### src/hdl/rm3014_pkg.sv
// Shared types and constants for the (30,14) Reed-Muller majority decoder.
// Holds the check-sum mask table and the stage payload structs.
// No dependencies.
package rm3014_pkg;

    localparam int CW_W         = 30;
    localparam int INFO_BITS    = 14;
    localparam int PAR_W        = 16;
    localparam int HALF_W       = 8;
    localparam int CHECKS       = 4;
    localparam int VOTE_W       = 3;
    localparam int VOTES_NEEDED = 3;

    typedef logic [INFO_BITS-1:0]             info_t;
    typedef logic [PAR_W-1:0]                 par_t;
    typedef logic [INFO_BITS-1:0][CHECKS-1:0] check_arr_t;

    // Stage 1 -> stage 2: partial check sums over parity bits p1..p8 and p9..p16.
    typedef struct packed {
        info_t      info;
        check_arr_t sum_lo;
        check_arr_t sum_hi;
    } half_t;

    // Stage 2 -> stage 3: complete check sums.
    typedef struct packed {
        info_t      info;
        check_arr_t sum;
    } chk_t;

    // Bit k-1 of a mask selects parity bit p_k (codeword bit 13+k).
    localparam par_t CHECK_MASK [INFO_BITS][CHECKS] = '{
        '{16'h0474, 16'h01B3, 16'h031E, 16'h06D9},
        '{16'h0519, 16'h0273, 16'h00DE, 16'h07B4},
        '{16'h0692, 16'h0355, 16'h01F8, 16'h043F},
        '{16'h39C0, 16'h3C07, 16'h3EAA, 16'h3B6D},
        '{16'h5C19, 16'h5EB4, 16'h5B73, 16'h59DE},
        '{16'h6B40, 16'h6C2A, 16'h6E87, 16'h69ED},
        '{16'h7434, 16'h7699, 16'h71F3, 16'h735E},
        '{16'hF952, 16'hFC95, 16'hFE38, 16'hFBFF},
        '{16'h9906, 16'h9CC1, 16'h9E6C, 16'h9BAB},
        '{16'hA885, 16'hAA28, 16'hAD42, 16'hAFEF},
        '{16'hB043, 16'hB584, 16'hB729, 16'hB2EE},
        '{16'hC922, 16'hCE48, 16'hCCE5, 16'hCB8F},
        '{16'hD690, 16'hD43D, 16'hD357, 16'hD1FA},
        '{16'hE04A, 16'hE720, 16'hE58D, 16'hE2E7}
    };

endpackage

### src/hdl/rm3014_half.sv
// Stage 1: splits the codeword and forms half check sums over each parity byte.
// Depends on rm3014_pkg.
module rm3014_half
    import rm3014_pkg::*;
(
    input  logic               clk,
    input  logic               rst_n,
    input  logic               in_valid,
    output logic               in_ready,
    input  logic [CW_W-1:0]    codeword,
    output logic               out_valid,
    input  logic               out_ready,
    output half_t              out_data
);

    logic  valid_reg;
    half_t data_reg;
    half_t data_next;
    par_t  par;

    assign par      = codeword[CW_W-1:INFO_BITS];
    assign in_ready = !valid_reg || out_ready;

    always_comb
    begin
        data_next.info = codeword[INFO_BITS-1:0];
        for (int i = 0; i < INFO_BITS; i++)
        begin
            for (int j = 0; j < CHECKS; j++)
            begin
                data_next.sum_lo[i][j] = ^(par[HALF_W-1:0] & CHECK_MASK[i][j][HALF_W-1:0]);
                data_next.sum_hi[i][j] = ^(par[PAR_W-1:HALF_W]
                                           & CHECK_MASK[i][j][PAR_W-1:HALF_W]);
            end
        end
    end

    always_ff @(posedge clk or negedge rst_n)
    begin
        if (!rst_n)
            valid_reg <= 1'b0;
        else if (in_ready)
            valid_reg <= in_valid;
    end

    always_ff @(posedge clk)
    begin
        if (in_ready && in_valid)
            data_reg <= data_next;
    end

    assign out_valid = valid_reg;
    assign out_data  = data_reg;

endmodule

### src/hdl/rm3014_check.sv
// Stage 2: merges the half sums into the four full check sums per info bit.
// Depends on rm3014_pkg.
module rm3014_check
    import rm3014_pkg::*;
(
    input  logic  clk,
    input  logic  rst_n,
    input  logic  in_valid,
    output logic  in_ready,
    input  half_t in_data,
    output logic  out_valid,
    input  logic  out_ready,
    output chk_t  out_data
);

    logic valid_reg;
    chk_t data_reg;
    chk_t data_next;

    assign in_ready = !valid_reg || out_ready;

    always_comb
    begin
        data_next.info = in_data.info;
        data_next.sum  = in_data.sum_lo ^ in_data.sum_hi;
    end

    always_ff @(posedge clk or negedge rst_n)
    begin
        if (!rst_n)
            valid_reg <= 1'b0;
        else if (in_ready)
            valid_reg <= in_valid;
    end

    always_ff @(posedge clk)
    begin
        if (in_ready && in_valid)
            data_reg <= data_next;
    end

    assign out_valid = valid_reg;
    assign out_data  = data_reg;

endmodule

### src/hdl/rm3014_vote.sv
// Stage 3: 3-of-5 majority per info bit, result held in the output register.
// Depends on rm3014_pkg.
module rm3014_vote
    import rm3014_pkg::*;
(
    input  logic  clk,
    input  logic  rst_n,
    input  logic  in_valid,
    output logic  in_ready,
    input  chk_t  in_data,
    output logic  out_valid,
    input  logic  out_ready,
    output info_t out_bits
);

    logic  valid_reg;
    info_t bits_reg;
    info_t bits_next;

    assign in_ready = !valid_reg || out_ready;

    always_comb
    begin
        logic [VOTE_W-1:0] cnt;
        for (int i = 0; i < INFO_BITS; i++)
        begin
            cnt = {{(VOTE_W-1){1'b0}}, in_data.info[i]};
            for (int j = 0; j < CHECKS; j++)
                cnt = cnt + {{(VOTE_W-1){1'b0}}, in_data.sum[i][j]};
            bits_next[i] = (cnt >= VOTE_W'(VOTES_NEEDED));
        end
    end

    always_ff @(posedge clk or negedge rst_n)
    begin
        if (!rst_n)
            valid_reg <= 1'b0;
        else if (in_ready)
            valid_reg <= in_valid;
    end

    always_ff @(posedge clk)
    begin
        if (in_ready && in_valid)
            bits_reg <= bits_next;
    end

    assign out_valid = valid_reg;
    assign out_bits  = bits_reg;

endmodule

### src/hdl/reed_muller_30_14_decoder.sv
// Majority-logic decoder for the shortened (30,14) Reed-Muller code.
// Three-stage pipeline: half check sums, full check sums, majority vote.
//
// Input channel: in_valid / in_ready carry one beat, a 30-bit codeword.
//   Bits 0..13 are the systematic info bits, bits 14..29 parity p1..p16.
// Output channel: out_valid / out_ready carry one beat per codeword,
//   decoded_bits, bit i = 3-of-5 majority of info bit i and its four
//   parity check sums.
// An accepted codeword moves through the half, check and vote registers
//   in turn; out_valid rises once it sits in the vote register.
// Throughput: one codeword per cycle; each stage is a register with its
//   own valid bit, so a new beat is taken every cycle while the pipe flows.
// Stall: each stage's ready is "stage empty or next stage taking", so when
//   the receiver holds out_ready low the pipe fills up to three beats and
//   then in_ready drops. Nothing is dropped or repeated; payload registers
//   only load on a completed handshake.
// Reset: rst_n (async, active low) clears all stage valid bits; the pipe
//   is empty and ready right after reset. Payload registers are not reset.
// Depends on rm3014_pkg, rm3014_half, rm3014_check, rm3014_vote.
module reed_muller_30_14_decoder
    import rm3014_pkg::*;
(
    input  logic                 clk,
    input  logic                 rst_n,
    input  logic                 in_valid,
    output logic                 in_ready,
    input  logic [CW_W-1:0]      codeword,
    output logic                 out_valid,
    input  logic                 out_ready,
    output logic [INFO_BITS-1:0] decoded_bits
);

    // stage 1 -> stage 2
    logic  s1_valid;
    logic  s1_ready;
    half_t s1_data;

    // stage 2 -> stage 3
    logic  s2_valid;
    logic  s2_ready;
    chk_t  s2_data;

    // Half sums: each check sum split into an XOR over p1..p8 and one over p9..p16.
    rm3014_half u_half (
        .clk       (clk),
        .rst_n     (rst_n),
        .in_valid  (in_valid),
        .in_ready  (in_ready),
        .codeword  (codeword),
        .out_valid (s1_valid),
        .out_ready (s1_ready),
        .out_data  (s1_data)
    );

    // Full check sums.
    rm3014_check u_check (
        .clk       (clk),
        .rst_n     (rst_n),
        .in_valid  (s1_valid),
        .in_ready  (s1_ready),
        .in_data   (s1_data),
        .out_valid (s2_valid),
        .out_ready (s2_ready),
        .out_data  (s2_data)
    );

    // Majority vote; its register is the output register.
    rm3014_vote u_vote (
        .clk       (clk),
        .rst_n     (rst_n),
        .in_valid  (s2_valid),
        .in_ready  (s2_ready),
        .in_data   (s2_data),
        .out_valid (out_valid),
        .out_ready (out_ready),
        .out_bits  (decoded_bits)
    );

endmodule

### config.mk
export PLATFORM = sky130hd
export DESIGN_NAME = reed_muller_30_14_decoder
export DESIGN_NICKNAME = d
export VERILOG_FILES = /design/src/hdl/rm3014_pkg.sv /design/src/hdl/rm3014_half.sv /design/src/hdl/rm3014_check.sv /design/src/hdl/rm3014_vote.sv /design/src/hdl/reed_muller_30_14_decoder.sv
export SDC_FILE = /design/constraint.sdc
export NUM_CORES = 1
export LEC_CHECK = 0
export BUFFER_PORTS_ARGS = -buffer_cell sky130_fd_sc_hd__buf_2
export CORE_UTILIZATION = 55
export CTS_CLUSTER_DIAMETER = 150
export DETAILED_ROUTE_END_ITERATION = 12
export GPL_TIMING_DRIVEN = 0
export HOLD_SLACK_MARGIN = 0.08
export PLACE_DENSITY = 0.84
export SLEW_MARGIN = 15
export SYNTH_ARGS = -nofsm -noshare
export SYNTH_HDL_FRONTEND = slang
export SYNTH_HIERARCHICAL = 1
export SYNTH_SLANG_ARGS = --single-unit
### constraint.sdc
create_clock -name clk -period 4.2 [get_ports clk]
set_input_delay 1.26 -clock clk [delete_from_list [all_inputs] [get_ports clk]]
set_output_delay 1.26 -clock clk [all_outputs]
set_load 0.05 [all_outputs]
# ---- Word level (Yosys, flattened, before mapping)
# Cells that the tools add are included.
dict set report word_totals {
  inputBits 34
  elab_cells 231
  ff_bits 212
  out_inout_bits 16
}
dict set report classes {
  n_addsub 56
  magnitude_cmp 14
  bitwise_logic 1
  n_reduce_logical 112
}
# op count
set ops {}
lappend ops {{$reduce_xor 8->1} 103}
lappend ops {{$add 3x1->3} 42}
lappend ops {{$xor 56x56->56} 1}
lappend ops {{$ge 3x2->1 const B} 14}
lappend ops {{$add 1x1->2} 14}
lappend ops {{$logic_and 1x1->1} 3}
lappend ops {{$logic_not 1->1} 3}
lappend ops {{$logic_or 1x1->1} 3}

# ---- Logic depth before layout (Yosys ltp)
dict set report logic_depth {
  ltp_word 5
  depth_mapped 7
}

# ---- Hierarchy
# Netlist, hierarchy kept.
# module area_each_um2 seq_area_each_um2 cells_per_inst instances
set modules_own_cells {}
lappend modules_own_cells {rm3014_half 5076.1 3538.4 294 1}
lappend modules_own_cells {rm3014_check 2646.3 2127.0 130 1}
lappend modules_own_cells {rm3014_vote 1795.5 445.4 172 1}

# ---- Least setup slack after synthesis
# OpenSTA, ideal clock, no wires.
dict set report synth_timing {
  path_kind {input to register}
  startpoint {in out_ready}
  endpoint {reg u_half.data_reg, in the netlist u_half/out_data[0], enable pin}
  setup_slack_ns -1.031
  t_arrival_ns 4.741
  t_required_ns 3.711
  path_stages 4
  cell_sequence {nand2b_4 -> nand2b_4 -> nand2b_1 -> and2_1}
}
dict set report synth_via {
  elab_chain_len 4
}
# item line_no
set synth_rtl {}
lappend synth_rtl {{start: declaration} reed_muller_30_14_decoder.sv:29} ;# input logic out_ready,
lappend synth_rtl {{$logic_or 1x1->1} rm3014_vote.sv:20} ;# assign in_ready = !valid_reg || out_ready;
lappend synth_rtl {{$logic_or 1x1->1} rm3014_check.sv:20} ;# assign in_ready = !valid_reg || out_ready;
lappend synth_rtl {{net s1_ready} reed_muller_30_14_decoder.sv:35} ;# logic s1_ready;
lappend synth_rtl {{$logic_or 1x1->1} rm3014_half.sv:22} ;# assign in_ready = !valid_reg || out_ready;
lappend synth_rtl {{net in_ready} reed_muller_30_14_decoder.sv:26} ;# output logic in_ready,
lappend synth_rtl {{$logic_and 1x1->1} rm3014_half.sv:48} ;# if (in_ready && in_valid)
lappend synth_rtl {{end signal: assignment} rm3014_half.sv:49} ;# data_reg <= data_next;
lappend synth_rtl {{end: declaration} rm3014_half.sv:17} ;# half_t data_reg;
# The timed path passes the listed nets, and every way through them passes these cells.
# A chain may end at the register's enable or synchronous reset.

# ---- Final worst setup path
dict set report layout_timing {
  startpoint {in out_ready}
  endpoint {out in_ready}
}
dict set report layout_via {
  elab_chain_len 3
}
# item line_no
set layout_rtl {}
lappend layout_rtl {{$logic_or 1x1->1} rm3014_vote.sv:20}
lappend layout_rtl {{net s2_ready} reed_muller_30_14_decoder.sv:40} ;# logic s2_ready;
lappend layout_rtl {{$logic_or 1x1->1} rm3014_check.sv:20}
lappend layout_rtl {{net s1_ready} reed_muller_30_14_decoder.sv:35}
lappend layout_rtl {{$logic_or 1x1->1} rm3014_half.sv:22}
lappend layout_rtl {{end: declaration} reed_muller_30_14_decoder.sv:26}
# The timed path passes the listed nets, and every way through them passes these cells.

==> key figures <==
Outcome
  – Status: complete, no violations

Placement
  – GPL Wtd Cong: 0.870
  – Pre-CTS setup slack: 911 ps
  – Port Buf Inserts: 39
  – Post-DP Area: 10000 um^2
  – Hpwl dp: ~10000 um

Clock tree
  – CTS Hold Bufs: 0
  – Clock root buffer: clkbuf_16
  – CTS tree: yes
  – Htree depth: 1
  – Insertion delay to the later sink of the worst-skew pair: 490 ps
  – Longest Clk Path Bufs: 3
  – Clock sinks: 204
  – Post-CTS Setup Inserts: 0
  – CTS buffer count: 22
  – Post-CTS sizing: 0
  – Clock transition at path regs: approximately 50 ps

Worst setup path
  – Slowest-stage cell, CP: buf_2
  – CP max stage delay: 220 ps
  – Critical path peak fanout: 3
  – Startpoint Class: input port
  – WP data arrival: roughly 2000 ps
  – Cell Chain, Critical Path: buf_2 > nand2b_4 > nand2b_4 > nand2b_1 > buf_2
  – Worst path required time: ~3000 ps
  – WS Path Type: input port to output pin
  – Crit path capture type: output pin

Yosys
  – Area leader, netlist: edfxtp_1
  – Syn Inst Count: 596
  – Syn Nets: 686
  – Top cells by area, synth: edfxtp_1 (63%), xnor2_1 (9.0%), xor2_1 (8.1%), fa_1 (5.9%), ha_1 (3.7%)
  – EDFF count, synth: 201
  – Area share of the largest cell type after synthesis: 63.4%
  – Synth Flop Type: edfxtp_1
  – Yosys warning count: 6
  – Cell Area, Synth: approximately 9500 um^2
  – Seq/Total Area, Yosys: 64.2%
  – Synth Register Bits: 204
  – Yosys cell types: 24
  – Post-synth ARST share: 1.47%
  – Synth Area per Inst: 16.0 um^2
  – Most frequent cell after synthesis: edfxtp_1
  – Commonest cells post-synth: edfxtp_1 (201), xnor2_1 (98), xor2_1 (88)

Layout
  – Ant. Diodes: 0
  – Nets: 750
  – Fin area: approximately 11000 um^2
  – Share of layout cells above drive strength 1: 16.1%
  – Area Growth Syn to Fin: 12.7%
  – Final core occ: 64.0%

Floorplanning
  – Num ports: 50
  – Die extent in x: between 100 and 150 um
  – Core footprint: 16800 um^2
  – Initial Util: 56.8%
  – Die height: 134 um
  – FP Rows: 47
  – Total Die Area: ~18000 um^2

Global route
  – All-layer global routing usage: 18.0%
  – GR Overflow Total: 0
  – Vias in the first global route: 4660
  – Pin count of the biggest net entering global routing: 71
  – Initial antenna violation count: 0
  – First-pass GRT wire length: 24200 um

STA
  – Max Slew Vio Count: 0
  – Unrepaired setup endpoints after global routing: no
  – Slew @ Worst Pin: 954 ps
  – Final setup vio count: 0
  – Fmax achieved: 0.304 GHz
  – Hold Fails Final Rpt: 0
  – Setup TNS: 0 ps
  – Tmin final: 3290 ps
  – Clk_skew: 14.2 ps
  – Slew HR: ~36%
  – Min setup slack post-route: 913 ps
  – Tcrit/Tclk final: 78.3%

Drt
  – Residual DRC: 0
  – Total number of vias: 4380
  – Via/cell ratio: 4.89
  – Final wirelength: around 15000 um
  – Final ANT Viol Nets: 0
  – 1st-iter DRT viols: slightly below 300
  – Wire per inst: approximately 17 um
  – Drt pass-1 iters: 4

Worst hold path
  – Hold Crit Class: flip-flop to flip-flop

Power and ir drop
  – Cell Pwr Density: ~560 nW/um^2
  – Peak supply drop: 289 uV
  – Leakage power figure: between 4 and 5 nW

Flow run
  – MaxCap Viol Count: 0
## through the flow
stage	hold slack [ps]	total power, W	std cells
final	418	0.00600	896
after global routing	423	0.00629	896
after CTS	419	0.00606	896
after detailed placement	406	0.00416	856
after global placement	403	0.00406	855
after floorplan	400	0.00382	596
## path summary, 6_finish.rpt
check / start / to / slack, ps / cells past startpoint
max: out_ready / in_ready / 910 / 5
min: u_half/out_data[124]$_DFFE_PP_ / u_check/out_data[68]$_DFFE_PP_ / 420 / 0
max reg2reg: u_check/out_data[24]$_DFFE_PP_ / u_vote/out_bits[6]$_DFFE_PP_ / 1980 / 6
min reg2reg: u_half/out_data[124]$_DFFE_PP_ / u_check/out_data[68]$_DFFE_PP_ / 420 / 0
max in group asynchronous: rst_n / u_vote/out_valid$_DFFE_PN0N_ / 3530 / 1
min in group asynchronous: rst_n / u_half/out_valid$_DFFE_PN0P_ / 560 / 1
## cell type report
class                           instances  area, um^2
Fill cell                            1154        6030
Buffer                                 24         161
Clock inverter                         14         125
Inverter                               85         319
Multi-Input combinational cell        283        2930
Sequential cell                       204        6110
Timing Repair Buffer                   40         223
Clock buffer                           26         587
Tap cell                              220         275
## routing by layer
| layer | vias up | part of all wire (%) | global-route usage (%) |
|---|---|---|---|
| met4 | 0 | 1.3 | 4.29 |
| met1 | 2189 | 42 | 23.6 |
| li1 | 2073 | - | - |
| met3 | 21 | 4.9 | 2.59 |
| met5 | - | 0 | 0 |
| met2 | 97 | 51 | 31.9 |
## logic make-up (layout without fill, tap and decap cells)
group	after synthesis	in the layout	share of synthesized area, %
DFF	204	204	64.2
xor gates and xnor gates	196	196	19.1
and+or+nand+nor	20	20	1.47
AOI/OAI and AO/OA	10	10	0.605
other	1	1	0.0394
buffers and inverters	109	189	5.05
adders and majority gates	56	56	9.57
## cell usage in the layout (no fill, tap or decap)
| cell | netlist | routed |
|---|---|---|
| buf_2 | 9 | 48 |
| nand2b_4 | 2 | 2 |
| clkinvlp_4 | 0 | 2 |
| clkinv_2 | 0 | 2 |
| buf_6 | 1 | 1 |
| clkinv_1 | 0 | 6 |
| ha_1 | 28 | 28 |
| xor2_2 | 4 | 4 |
| inv_1 | 85 | 85 |
| bufinv_16 | 0 | 2 |
| xor2_1 | 88 | 88 |
| nor2_1 | 3 | 3 |
| dfrtp_1 | 3 | 3 |
| and2_4 | 1 | 2 |
| o21ai_0 | 7 | 7 |
| edfxtp_1 | 201 | 201 |
| xor2_4 | 1 | 1 |
| buf_16 | 0 | 1 |
| xnor2_4 | 1 | 1 |
| or2_1 | 4 | 4 |
| fa_1 | 28 | 28 |
| xnor2_1 | 98 | 98 |
| a21o_1 | 3 | 3 |
| clkbuf_16 | 0 | 23 |
| nor3b_1 | 4 | 4 |
| and2_1 | 2 | 1 |
| buf_4 | 14 | 14 |
| xnor2_2 | 4 | 4 |
| conb_1 | 1 | 1 |
| clkbuf_1 | 0 | 3 |
| clkinv_4 | 0 | 1 |
| nand2b_1 | 4 | 4 |
| inv_6 | 0 | 1 |
## critical path, delay by kind of cell
family | cells | cell delay [ps]
simple gates | 3 | 440
buf+inv | 2 | 320
## power by group
group,switching (W),total [W],internal [W]
registers,0.000118,0.00283,0.00271
logic,0.000807,0.00130,0.000491
clock network,0.000751,0.00187,0.00112
total,0.00167,0.00600,0.00432
## flip-flops by register name, indices dropped and copies added (netlist names)
name and count:
u_check/out_data 70, u_check/out_valid 1, u_half/out_data 117, u_half/out_valid 1, u_vote/out_bits 14, u_vote/out_valid 1
Power figures use the tool's default switching activity.
